## config.mk

```make
export PLATFORM = sky130hd
export DESIGN_NAME = dual_checksum_command_framer_flat
export DESIGN_NICKNAME = d
export VERILOG_FILES = /design/src/rtl/dcf_pkg.sv /design/src/rtl/dcf_if.sv /design/src/rtl/dual_checksum_command_framer.sv /design/src/rtl/dcf_frame_ctl.sv /design/src/rtl/dcf_emitter.sv /design/src/flat_wrapper.sv
export SDC_FILE = /design/constraint.sdc
export NUM_CORES = 1
export LEC_CHECK = 0
export CORE_MARGIN = 3
export CORE_UTILIZATION = 43
export DETAILED_ROUTE_END_ITERATION = 8
export DONT_BUFFER_PORTS = 1
export GPL_TIMING_DRIVEN = 0
export HOLD_SLACK_MARGIN = 0.15
export PLACE_DENSITY = 0.56
export SLEW_MARGIN = 10
export SYNTH_ARGS = -nofsm -noshare
export SYNTH_HDL_FRONTEND = slang
export SYNTH_SLANG_ARGS = --single-unit
```

## constraint.sdc

```tcl
create_clock -name i_clk -period 7.8 [get_ports i_clk]
set_clock_uncertainty 0.15 [all_clocks]
set_input_delay 1.17 -clock i_clk [delete_from_list [all_inputs] [get_ports i_clk]]
set_output_delay 1.17 -clock i_clk [all_outputs]
set_load 0.005 [all_outputs]
```

## src/rtl/dcf_pkg.sv

```systemverilog
// Package for the dual checksum command framer: widths, frame constants,
// byte positions within a frame and the structs passed between modules.
// No dependencies.
package dcf_pkg;

    localparam int DEF_MAX_PAYLOAD = 64;

    localparam logic [7:0] SYNC_A    = 8'hF8;
    localparam logic [7:0] SYNC_B    = 8'h7C;
    localparam logic [7:0] SYNC_C    = 8'hFF;
    localparam logic [7:0] SYNC_D    = 8'h55;
    localparam logic [7:0] LEN_EXTRA = 8'd4;

    typedef logic [3:0] t_idx;

    localparam t_idx IDX_SYNC_A  = 4'd0;
    localparam t_idx IDX_SYNC_B  = 4'd1;
    localparam t_idx IDX_LEN_EXT = 4'd2;
    localparam t_idx IDX_SYNC_C  = 4'd3;
    localparam t_idx IDX_SYNC_D  = 4'd4;
    localparam t_idx IDX_LEN     = 4'd5;
    localparam t_idx IDX_PAYLOAD = 4'd6;
    localparam t_idx IDX_INNER   = 4'd7;
    localparam t_idx IDX_OUTER   = 4'd8;

    typedef struct packed {
        logic       bad;
        t_idx       first;
        t_idx       last;
        logic [7:0] data;
        logic [6:0] len;
        logic [7:0] inner_chk;
        logic [7:0] outer_chk;
    } t_desc;

    typedef struct packed {
        logic [7:0] out_byte;
        logic       run_last;
        logic       frame_end;
        logic       bad_length;
    } t_res;

endpackage

```

## src/rtl/dcf_if.sv

```systemverilog
// Channel interfaces of the dual checksum command framer.
// Depends on nothing; used by the top level.
interface dcf_in_if;
    logic       valid;
    logic       ready;
    logic [7:0] payload_byte;
    logic       frame_start;
    logic [6:0] payload_len;

    modport source (output valid, output payload_byte, output frame_start,
                    output payload_len, input ready);
    modport sink (input valid, input payload_byte, input frame_start,
                  input payload_len, output ready);
endinterface

interface dcf_out_if;
    logic       valid;
    logic       ready;
    logic [7:0] out_byte;
    logic       run_last;
    logic       frame_end;
    logic       bad_length;

    modport source (output valid, output out_byte, output run_last,
                    output frame_end, output bad_length, input ready);
    modport sink (input valid, input out_byte, input run_last,
                  input frame_end, input bad_length, output ready);
endinterface

```

## src/rtl/dual_checksum_command_framer.sv

```systemverilog
// Dual checksum command framer, top level. Uses dcf_pkg, dcf_if,
// dcf_frame_ctl and dcf_emitter.
// The first result of an item passes through the burst buffer and then the output register.
// Throughput: an item causes 1, 3, 7 or 9 results, or none. The emitter gives one output byte
// per cycle while the output side is ready, and takes the next item as the last result is registered.
// Reset: synchronous, active low; clears the frame state and empties both registers.
module dual_checksum_command_framer
    import dcf_pkg::*;
#(
    parameter int MAX_PAYLOAD = DEF_MAX_PAYLOAD
) (
    input  logic      i_clk,
    input  logic      i_rst_n,
    dcf_in_if.sink    i_in,
    dcf_out_if.source o_out
);

    logic  acc;
    logic  desc_valid;
    t_desc desc;
    logic  free;
    t_res  res;

    assign i_in.ready = free;
    assign acc        = i_in.valid && free;

    dcf_frame_ctl #(
        .MAX_PAYLOAD (MAX_PAYLOAD)
    ) u_ctl (
        .i_clk          (i_clk),
        .i_rst_n        (i_rst_n),
        .i_acc          (acc),
        .i_payload_byte (i_in.payload_byte),
        .i_frame_start  (i_in.frame_start),
        .i_payload_len  (i_in.payload_len),
        .o_desc_valid   (desc_valid),
        .o_desc         (desc)
    );

    dcf_emitter u_emit (
        .i_clk       (i_clk),
        .i_rst_n     (i_rst_n),
        .i_load      (acc && desc_valid),
        .i_desc      (desc),
        .o_free      (free),
        .i_res_ready (o_out.ready),
        .o_res_valid (o_out.valid),
        .o_res       (res)
    );

    assign o_out.out_byte   = res.out_byte;
    assign o_out.run_last   = res.run_last;
    assign o_out.frame_end  = res.frame_end;
    assign o_out.bad_length = res.bad_length;

endmodule

```

## src/rtl/dcf_frame_ctl.sv

```systemverilog
// Frame state and checksum update for each accepted input byte.
// Produces one burst descriptor per item that causes results. Uses dcf_pkg.
module dcf_frame_ctl
    import dcf_pkg::*;
#(
    parameter int MAX_PAYLOAD = DEF_MAX_PAYLOAD
) (
    input  logic       i_clk,
    input  logic       i_rst_n,
    input  logic       i_acc,
    input  logic [7:0] i_payload_byte,
    input  logic       i_frame_start,
    input  logic [6:0] i_payload_len,
    output logic       o_desc_valid,
    output t_desc      o_desc
);

    logic       r_frame_open;
    logic       r_dropping;
    logic [6:0] r_bytes_left;
    logic [7:0] r_inner_sum;
    logic [7:0] r_outer_sum;

    logic       len_bad;
    logic       in_frame;
    logic [6:0] bl_base;
    logic [6:0] n_bytes_left;
    logic [7:0] len8;
    logic [7:0] inner_base;
    logic [7:0] outer_base;
    logic [7:0] n_inner_sum;
    logic [7:0] n_outer_sum;
    logic [7:0] inner_chk;

    assign len_bad  = (i_payload_len == 7'd0) || (i_payload_len > 7'(MAX_PAYLOAD));
    assign in_frame = r_frame_open && !r_dropping;
    assign len8     = {1'b0, i_payload_len};

    assign bl_base      = i_frame_start ? i_payload_len : r_bytes_left;
    assign n_bytes_left = bl_base - 7'd1;
    assign inner_base   = i_frame_start ? len8 : r_inner_sum;
    assign outer_base   = i_frame_start ? (len8 + LEN_EXTRA + SYNC_C + SYNC_D + len8)
                                        : r_outer_sum;
    assign n_inner_sum  = inner_base + i_payload_byte;
    assign n_outer_sum  = outer_base + i_payload_byte;
    assign inner_chk    = ~n_inner_sum;

    assign o_desc_valid      = i_frame_start || in_frame;
    assign o_desc.bad        = i_frame_start && len_bad;
    assign o_desc.first      = (i_frame_start && !len_bad) ? IDX_SYNC_A : IDX_PAYLOAD;
    assign o_desc.last       = (o_desc.bad || n_bytes_left != 7'd0) ? IDX_PAYLOAD
                                                                   : IDX_OUTER;
    assign o_desc.data       = i_payload_byte;
    assign o_desc.len        = i_payload_len;
    assign o_desc.inner_chk  = inner_chk;
    assign o_desc.outer_chk  = n_outer_sum + inner_chk;

    always_ff @(posedge i_clk) begin
        if (!i_rst_n) begin
            r_frame_open <= 1'b0;
            r_dropping   <= 1'b0;
            r_bytes_left <= 7'd0;
            r_inner_sum  <= 8'd0;
            r_outer_sum  <= 8'd0;
        end else if (i_acc) begin
            if (i_frame_start && len_bad) begin
                r_frame_open <= 1'b0;
                r_dropping   <= 1'b1;
                r_bytes_left <= 7'd0;
            end else if (i_frame_start || in_frame) begin
                r_frame_open <= (n_bytes_left != 7'd0);
                r_dropping   <= r_dropping && !i_frame_start;
                r_bytes_left <= n_bytes_left;
                r_inner_sum  <= n_inner_sum;
                r_outer_sum  <= n_outer_sum;
            end
        end
    end

endmodule

```

## src/rtl/dcf_emitter.sv

```systemverilog
// Burst buffer and output register: walks one descriptor through its frame
// positions, one result byte per transfer. Uses dcf_pkg.
module dcf_emitter
    import dcf_pkg::*;
(
    input  logic  i_clk,
    input  logic  i_rst_n,
    input  logic  i_load,
    input  t_desc i_desc,
    output logic  o_free,
    input  logic  i_res_ready,
    output logic  o_res_valid,
    output t_res  o_res
);

    logic  r_dv;
    t_desc r_desc;
    t_idx  r_idx;
    logic  r_ov;
    t_res  r_out;

    logic       adv;
    logic       consume;
    t_res       n_out;
    logic [7:0] sel_byte;

    assign adv     = r_dv && (!r_ov || i_res_ready);
    assign consume = adv && (r_idx == r_desc.last);
    assign o_free  = !r_dv || consume;

    always_comb begin
        case (r_idx)
            IDX_SYNC_A:  sel_byte = SYNC_A;
            IDX_SYNC_B:  sel_byte = SYNC_B;
            IDX_LEN_EXT: sel_byte = {1'b0, r_desc.len} + LEN_EXTRA;
            IDX_SYNC_C:  sel_byte = SYNC_C;
            IDX_SYNC_D:  sel_byte = SYNC_D;
            IDX_LEN:     sel_byte = {1'b0, r_desc.len};
            IDX_PAYLOAD: sel_byte = r_desc.data;
            IDX_INNER:   sel_byte = r_desc.inner_chk;
            IDX_OUTER:   sel_byte = r_desc.outer_chk;
            default:     sel_byte = 8'd0;
        endcase
        n_out.out_byte   = r_desc.bad ? 8'd0 : sel_byte;
        n_out.run_last   = (r_idx == r_desc.last);
        n_out.frame_end  = (r_idx == IDX_OUTER) && !r_desc.bad;
        n_out.bad_length = r_desc.bad;
    end

    always_ff @(posedge i_clk) begin
        if (!i_rst_n) begin
            r_dv <= 1'b0;
            r_ov <= 1'b0;
        end else begin
            if (i_load) begin
                r_dv <= 1'b1;
            end else if (consume) begin
                r_dv <= 1'b0;
            end
            if (adv) begin
                r_ov <= 1'b1;
            end else if (i_res_ready) begin
                r_ov <= 1'b0;
            end
        end
    end

    always_ff @(posedge i_clk) begin
        if (i_load) begin
            r_desc <= i_desc;
            r_idx  <= i_desc.first;
        end else if (adv) begin
            r_idx  <= r_idx + t_idx'(1);
        end
        if (adv) begin
            r_out <= n_out;
        end
    end

    assign o_res_valid = r_ov;
    assign o_res       = r_out;

    a_load_when_free: assert property (@(posedge i_clk) disable iff (!i_rst_n)
        i_load |-> o_free)
        else $error("Descriptor loaded while a burst is still in progress.");

    a_idx_in_range: assert property (@(posedge i_clk) disable iff (!i_rst_n)
        r_dv |-> (r_idx <= r_desc.last))
        else $error("Burst position ran past its last byte.");

    a_end_is_last: assert property (@(posedge i_clk) disable iff (!i_rst_n)
        (r_ov && r_out.frame_end) |-> (r_out.run_last && !r_out.bad_length))
        else $error("Frame end byte is not the last result of its item.");

    a_bad_single: assert property (@(posedge i_clk) disable iff (!i_rst_n)
        (r_ov && r_out.bad_length) |-> (r_out.run_last && r_out.out_byte == 8'd0))
        else $error("Length error result is malformed.");

endmodule
```

## src/flat_wrapper.sv

```systemverilog
// flat-port wrapper written by rule: the top's interface ports become plain ports
module dual_checksum_command_framer_flat import dcf_pkg::*;
#(
    parameter int MAX_PAYLOAD = DEF_MAX_PAYLOAD
)
  (i_clk, i_rst_n, i_in_valid, i_in_payload_byte, i_in_frame_start, i_in_payload_len, i_in_ready, o_out_valid, o_out_out_byte, o_out_run_last, o_out_frame_end, o_out_bad_length, o_out_ready);
  dcf_in_if i_in_i ();
  dcf_out_if o_out_i ();
  input  logic i_clk;
  input  logic i_rst_n;
  input wire logic [$bits(i_in_i.valid)-1:0] i_in_valid;
  input wire logic [$bits(i_in_i.payload_byte)-1:0] i_in_payload_byte;
  input wire logic [$bits(i_in_i.frame_start)-1:0] i_in_frame_start;
  input wire logic [$bits(i_in_i.payload_len)-1:0] i_in_payload_len;
  output wire logic [$bits(i_in_i.ready)-1:0] i_in_ready;
  output wire logic [$bits(o_out_i.valid)-1:0] o_out_valid;
  output wire logic [$bits(o_out_i.out_byte)-1:0] o_out_out_byte;
  output wire logic [$bits(o_out_i.run_last)-1:0] o_out_run_last;
  output wire logic [$bits(o_out_i.frame_end)-1:0] o_out_frame_end;
  output wire logic [$bits(o_out_i.bad_length)-1:0] o_out_bad_length;
  input wire logic [$bits(o_out_i.ready)-1:0] o_out_ready;
  assign i_in_i.valid = i_in_valid;
  assign i_in_i.payload_byte = i_in_payload_byte;
  assign i_in_i.frame_start = i_in_frame_start;
  assign i_in_i.payload_len = i_in_payload_len;
  assign i_in_ready = i_in_i.ready;
  assign o_out_valid = o_out_i.valid;
  assign o_out_out_byte = o_out_i.out_byte;
  assign o_out_run_last = o_out_i.run_last;
  assign o_out_frame_end = o_out_i.frame_end;
  assign o_out_bad_length = o_out_i.bad_length;
  assign o_out_i.ready = o_out_ready;
  dual_checksum_command_framer #(.MAX_PAYLOAD(MAX_PAYLOAD)) u_core (.i_clk(i_clk), .i_rst_n(i_rst_n), .i_in(i_in_i), .o_out(o_out_i));
endmodule
```

=== After elaboration in Yosys (flattened, before gate mapping) ===
Cells that the tools add are included.

* Flip-flop bits (word level): 78
* Bits of input ports: 20
* Output and inout bits: 13
* Word-level logic and storage cells: 87

* Add/sub/neg operators: 10
* Order comparisons: 1
* Equality and inequality tests: 9
* Mux-type cells: 18
* Bitwise gates (word level): 2
* Reductions and logical operators: 29

{| class="wikitable"
|+ Operators with widths
! cell !! number
|-
| $pmux W8 S9 || 1
|-
| $add A8 B8 Y8 || 3
|-
| $mux W7 || 3
|-
| $add A7 B3 Y8 const B || 2
|-
| $eq A4 B3 Y1 const B || 4
|-
| $mux W8 || 2
|-
| $mux W4 || 3
|-
| $logic_and A1 B1 Y1 || 9
|-
| $add A8 B7 Y8 || 1
|-
| $add A8 B7 Y8 const B || 1
|-
| $add A8 B8 Y8 const B || 1
|-
| $eq A4 B2 Y1 const B || 2
|-
| $mux W1 || 8
|-
| $not A8 Y8 || 1
|-
| $reduce_bool A2 Y1 || 4
|-
| $gt A7 B7 Y1 const B || 1
|-
| $logic_not A7 Y1 || 1
|-
| $reduce_bool A7 Y1 || 1
|-
| $sub A7 B1 Y7 const B || 1
|-
| $logic_not A1 Y1 || 6
|-
| $logic_or A1 B1 Y1 || 5
|-
| $add A4 B1 Y4 const B || 1
|-
| $eq A4 B1 Y1 const B || 1
|-
| $eq A4 B4 Y1 || 1
|-
| other kinds (6) || 6
|}

=== Logic depth before layout (Yosys ltp) ===
* Depth after elaboration: 8
* Gate-level depth with buffers: 19
* Depth with buffers taken out: 15

=== Modules after synthesis ===
Synthesis repeated with hierarchy kept, for this count alone.

* Cell total of the unflattened synthesis: 462
* Area, all modules: 4704.5 um^2

{| class="wikitable"
|+ Modules (own cells, without submodules)
! module !! instances !! cells an instance !! area an instance (um^2) !! seq. area each (um^2)
|-
| dcf_frame_ctl || 1 || 295 || 2386.0 || 500.5
|-
| dcf_emitter || 1 || 165 || 2306.0 || 1571.5
|-
| dual_checksum_command_framer || 1 || 2 || 12.5 || 0.0
|}

=== Worst setup path before layout ===
Ideal clock, no wire load.

* Kind: input port to flip-flop
* Start point: in i_in_frame_start
* End point: reg u_core.u_emit.r_desc[7] in the netlist's numbering (data pin)
* Setup time: 268 ps
* Data arrival time: 4470 ps
* Required time: 7382 ps
* Path slack: 2912 ps
* Stages on the path: 18
* Path buffers: 4
* Path through: buf_2 -> buf_2 -> buf_1 -> clkbuf_1 -> nand2_1 -> o21ai_0 -> ha_1 -> inv_1 -> fa_1 -> nand2b_1 -> a21boi_0 -> nor2_1 -> xor2_1 -> ha_1 -> nand2_1 -> o21ai_0 -> o41ai_1 -> xnor3_1

{| class="wikitable"
|+ RTL lines
! element !! RTL line !! RTL
|-
| start: declaration || flat_wrapper.sv:13 || <nowiki>input wire logic [$bits(i_in_i.frame_start)-1:0] i_in_frame_start;</nowiki>
|-
| end signal: assignment || dcf_emitter.sv:70 || <nowiki>r_desc <= i_desc;</nowiki>
|-
| end: declaration || dcf_emitter.sv:17 || <nowiki>t_desc r_desc;</nowiki>
|}

==> metrics.md <==
| Metric | Value |
|---|---|
| Number of flops mapped to enable cells by yosys | 49 |
| Reported net switching power | 360 µW |
| Yosys reg bits | 76 |
| Clock-pin slew of the registers on the worst-case setup and hold paths | 80 ps |
| Placer congestion estimate | 0.865 |
| Outcome | complete, no violations |
| Most common cell after layout, fill and taps aside | sky130_fd_sc_hd__edfxtp_1 |
| Post-synth ARST share | 0% |
| Total negative slack for setup checks | 0 ps |
| Number of clock sinks seen by CTS | 76 |
| Largest fanout on the critical path | 10 |
| DRC | 0 |
| Final Worst Setup Slack | 2120 ps |
| Slew @ Worst Pin | 867 ps |
| Share of the synthesized area in compound gates (AO/OA/AOI/OAI) | 16.8% |
| Start-to-end type of the worst setup path | in2reg |
| Share of the core filled with cells | 49.1% |
| Count of instances resized after the clock tree is built | 0 |
| Via count | 3405 |
| Simple-gate area share of the yosys netlist | 15.9% |
| Number of cells in the design after placement | 591 |
| All-layer global routing usage | 19.9% |
| Fin crit share | 72.8% |
| Final Hold Fails | 0 |
| Portion of the post-synthesis area used by sequential elements | 44.5% |
| Total cell area at the placement stage | 4690 µm² |
| Die ar. | 11800 µm² |
| Distinct cell type count after synthesis | 60 |
| Clock tree from TritonCTS | yes |
| Number of iterations in the first detailed-routing pass | 6 |
| Area share of the largest cell type after synthesis | 32.5% |
| Crit path arrival time | 5630 ps |
| Vias/cell | 5.61 |
| Area added between synthesis and finish | 8.46% |
| Width of the chip | 109 µm |
| Critical Path Start Type | input pin |
| # H-tree levels | 3 |
| Core box area | 10000 µm² |
| Fraction of power spent switching nets | 31.0% |
| Worst rel slew slack | 42.0% |
| Required time of the critical path | 7750 ps |
| Diode count | 0 |
| Post-synthesis adder-cell area fraction | 9.62% |
| Post-CTS Setup Bufs | 0 |
| Instance count of the mapped netlist | 458 |
| Clock group share of total power | 28.7% |
| Area leader, netlist | sky130_fd_sc_hd__edfxtp_1 |
| Yosys warns | 0 |
| Unrepaired setup endpoints after global routing | false |
| Number of buffers created by CTS | 9 |
| Total overflow reported by the global router | 0 |
| Number of hold buffers added after cts | 0 |
| Layout cells sized above 1 | 6.96% |
| Clock root cell | sky130_fd_sc_hd__clkbuf_8 |
| Number of primary I/O pins | 33 |
| Setup slack at placement | 1740 ps |
| Worst Setup End Kind | flip-flop |
| Wirelength, routed | 10900 µm |
| Post-synthesis instance area | 4520 µm² |
| Combinational family with the most area after synthesis | compound AO/OA/AOI/OAI gates |
| Top FF cell, synth | sky130_fd_sc_hd__edfxtp_1 |
| Wire length of the first global-routing pass | 17800 µm |
| HPWL after DPL | 8100 µm |
| Std cell rows | 36 |
| Max-slew violation count | 0 |
| Clock Tree Buf Depth | 2 |
| Port bufs | 0 |
| Class of the tightest hold or removal check | reg2reg |
| WL/cell | 17.9 µm |
| Proportion of power drawn by flip-flops and latches | 43.6% |
| Static leakage | 0.00184 µW |
| Via count of the first global-routing pass | 3338 |
| Commonest cells after routing, fill and taps aside | 49 x sky130_fd_sc_hd__edfxtp_1, 40 x sky130_fd_sc_hd__a21oi_1, 37 x sky130_fd_sc_hd__nor2_1 |
| IR drop worst, VDD | 0.108 mV |
| Number of max-cap violations | 0 |
| Maximum achievable frequency | 176 MHz |
| Violation count after the first detailed-routing iteration | 230 |
| Final nets | 522 |
| Number of non-filler instances in the completed layout | 607 |
| Largest net degree at the start of global routing | 44 |
| Combinational Power Share | 27.7% |
| Top area cells in the synthesized netlist | sky130_fd_sc_hd__edfxtp_1 33%, sky130_fd_sc_hd__dfxtp_1 12%, sky130_fd_sc_hd__ha_1 8.3% |
| Final critical delay including setup and external delays | 5680 ps |
| Die Ht | 109 µm |
| XOR/XNOR share of the synthesized area | 5.53% |
| Number of nets in the synthesized netlist | 511 |
| Mux share of post-synthesis cell area | 3.48% |
| Synthesized area per cell | 9.88 µm² |
| Remaining number of nets flagged by the antenna check after routing | 0 |
| Number of endpoints failing setup at the final stage | 0 |
| Power per unit of standard cell area | 237 nW/µm² |
| Worst skew pair latency | 360 ps |
| Cell-internal power | 802 µW |
| Initial core utilization | 45.2% |
| Number of antenna violations at the first check in global routing | 0 |
| Cell area after layout | 4910 µm² |
## cell families after synthesis
family,Yosys count
buffers and inverters,49
XOR/XNOR,27
adder cells (fa/ha/maj),33
multiplexers,15
AND/OR/NAND/NOR,144
AO/OA/AOI/OAI,114
flip-flops,76
## per-stage QoR
step	hold slack, ps	power, µW
after global placement	290	831
after global routing	323	1240
after floorplan	281	762
after detailed placement	293	836
final	303	1160
after CTS	305	1170
## state kept, by name (all words and copies together) (netlist names), named ones only
register and count:
u_core.u_emit.r_idx 4, u_core.u_emit.r_dv 1, u_core.u_ctl.r_frame_open 1, u_core.u_ctl.r_outer_sum 8
u_core.u_ctl.r_bytes_left 7, u_core.u_ctl.r_inner_sum 8, u_core.u_emit.o_res 11, u_core.u_emit.n_out 1
u_core.u_emit.o_res_valid 1, u_core.u_emit.r_desc 33
## layer usage
layer,up-vias,GRT usage [%],part of all wire [%]
li1,1684,-,-
met4,0,7.30,2.6
met1,1602,27.5,48
met3,26,4.78,4.7
met5,-,0,0
met2,93,30.3,45
## power by group through the flow
stage	combinational (µW)	sequential [µW]	clock (µW)
detailed placement	320	516	0
CTS	323	507	342
finish	321	507	334
floorplan	254	507	0
global route	368	511	359
global placement	315	515	0
## cells in the mapped netlist, types with 2 or more instances
master                      instances
sky130_fd_sc_hd__nor4_1             2
sky130_fd_sc_hd__ha_1              30
sky130_fd_sc_hd__nor3b_1            9
sky130_fd_sc_hd__a21boi_0           4
sky130_fd_sc_hd__and3_1             3
sky130_fd_sc_hd__and2_1             5
sky130_fd_sc_hd__a21o_1             4
sky130_fd_sc_hd__a21oi_1           40
sky130_fd_sc_hd__a31oi_1            6
sky130_fd_sc_hd__nand3b_1           2
sky130_fd_sc_hd__inv_1             29
sky130_fd_sc_hd__o21bai_1           2
sky130_fd_sc_hd__nand3_1           12
sky130_fd_sc_hd__a211oi_1           4
sky130_fd_sc_hd__mux2_2             6
sky130_fd_sc_hd__a2111oi_0          3
sky130_fd_sc_hd__nor2_1            37
sky130_fd_sc_hd__buf_1              2
sky130_fd_sc_hd__nand2_1           33
sky130_fd_sc_hd__mux2i_1            9
sky130_fd_sc_hd__nor3_1            16
sky130_fd_sc_hd__a222oi_1           2
sky130_fd_sc_hd__clkbuf_1          12
sky130_fd_sc_hd__xor2_1            13
sky130_fd_sc_hd__dfxtp_1           27
sky130_fd_sc_hd__fa_1               3
sky130_fd_sc_hd__xnor2_1           13
sky130_fd_sc_hd__a22oi_1            4
sky130_fd_sc_hd__or3_1              3
sky130_fd_sc_hd__o22a_1             3
sky130_fd_sc_hd__nand2b_1          10
sky130_fd_sc_hd__edfxtp_1          49
sky130_fd_sc_hd__o21ai_0           20
sky130_fd_sc_hd__nor2b_1            6
sky130_fd_sc_hd__buf_2              5
sky130_fd_sc_hd__o21a_1             6
## critical path: stages
cell                       delay, ps
sky130_fd_sc_hd__buf_2           200
sky130_fd_sc_hd__buf_2           300
sky130_fd_sc_hd__buf_1           540
sky130_fd_sc_hd__clkbuf_1        430
sky130_fd_sc_hd__nand2_1         120
sky130_fd_sc_hd__o21ai_0         100
sky130_fd_sc_hd__ha_1            210
sky130_fd_sc_hd__inv_1            60
sky130_fd_sc_hd__fa_1            390
sky130_fd_sc_hd__nand2b_1        160
sky130_fd_sc_hd__a21boi_0        230
sky130_fd_sc_hd__nor2_1           80
sky130_fd_sc_hd__xor2_1          350
sky130_fd_sc_hd__ha_1            360
sky130_fd_sc_hd__nand2_1          80
sky130_fd_sc_hd__o21ai_0         110
sky130_fd_sc_hd__o41ai_1         420
sky130_fd_sc_hd__xnor3_1         290
## worst paths after layout
kind | from | end | slack [ps] | cells after the start
setup / recovery | i_in_frame_start | u_core.u_emit.r_desc[7]$_DFFE_PP_ | 2120 | 18
hold / removal | u_core.u_ctl.r_outer_sum[0]$_SDFFE_PN0P_ | u_core.u_ctl.r_outer_sum[0]$_SDFFE_PN0P_ | 300 | 2
hold reg to reg | u_core.u_ctl.r_outer_sum[0]$_SDFFE_PN0P_ | u_core.u_ctl.r_outer_sum[0]$_SDFFE_PN0P_ | 300 | 2
setup reg to reg | u_core.u_ctl.r_inner_sum[0]$_SDFFE_PN0P_ | u_core.u_emit.r_desc[7]$_DFFE_PP_ | 4120 | 14
## layout make-up
type | count | area, µm²
fillers | 954 | 5090
multi-input cells | 333 | 2320
flip-flops and latches | 76 | 2010
well taps | 133 | 166
clock buffers | 10 | 128
inverters | 30 | 114
clock inverters | 6 | 88.8
plain buffers | 19 | 77.6
Note: power is estimated with default switching activity, not from simulation.
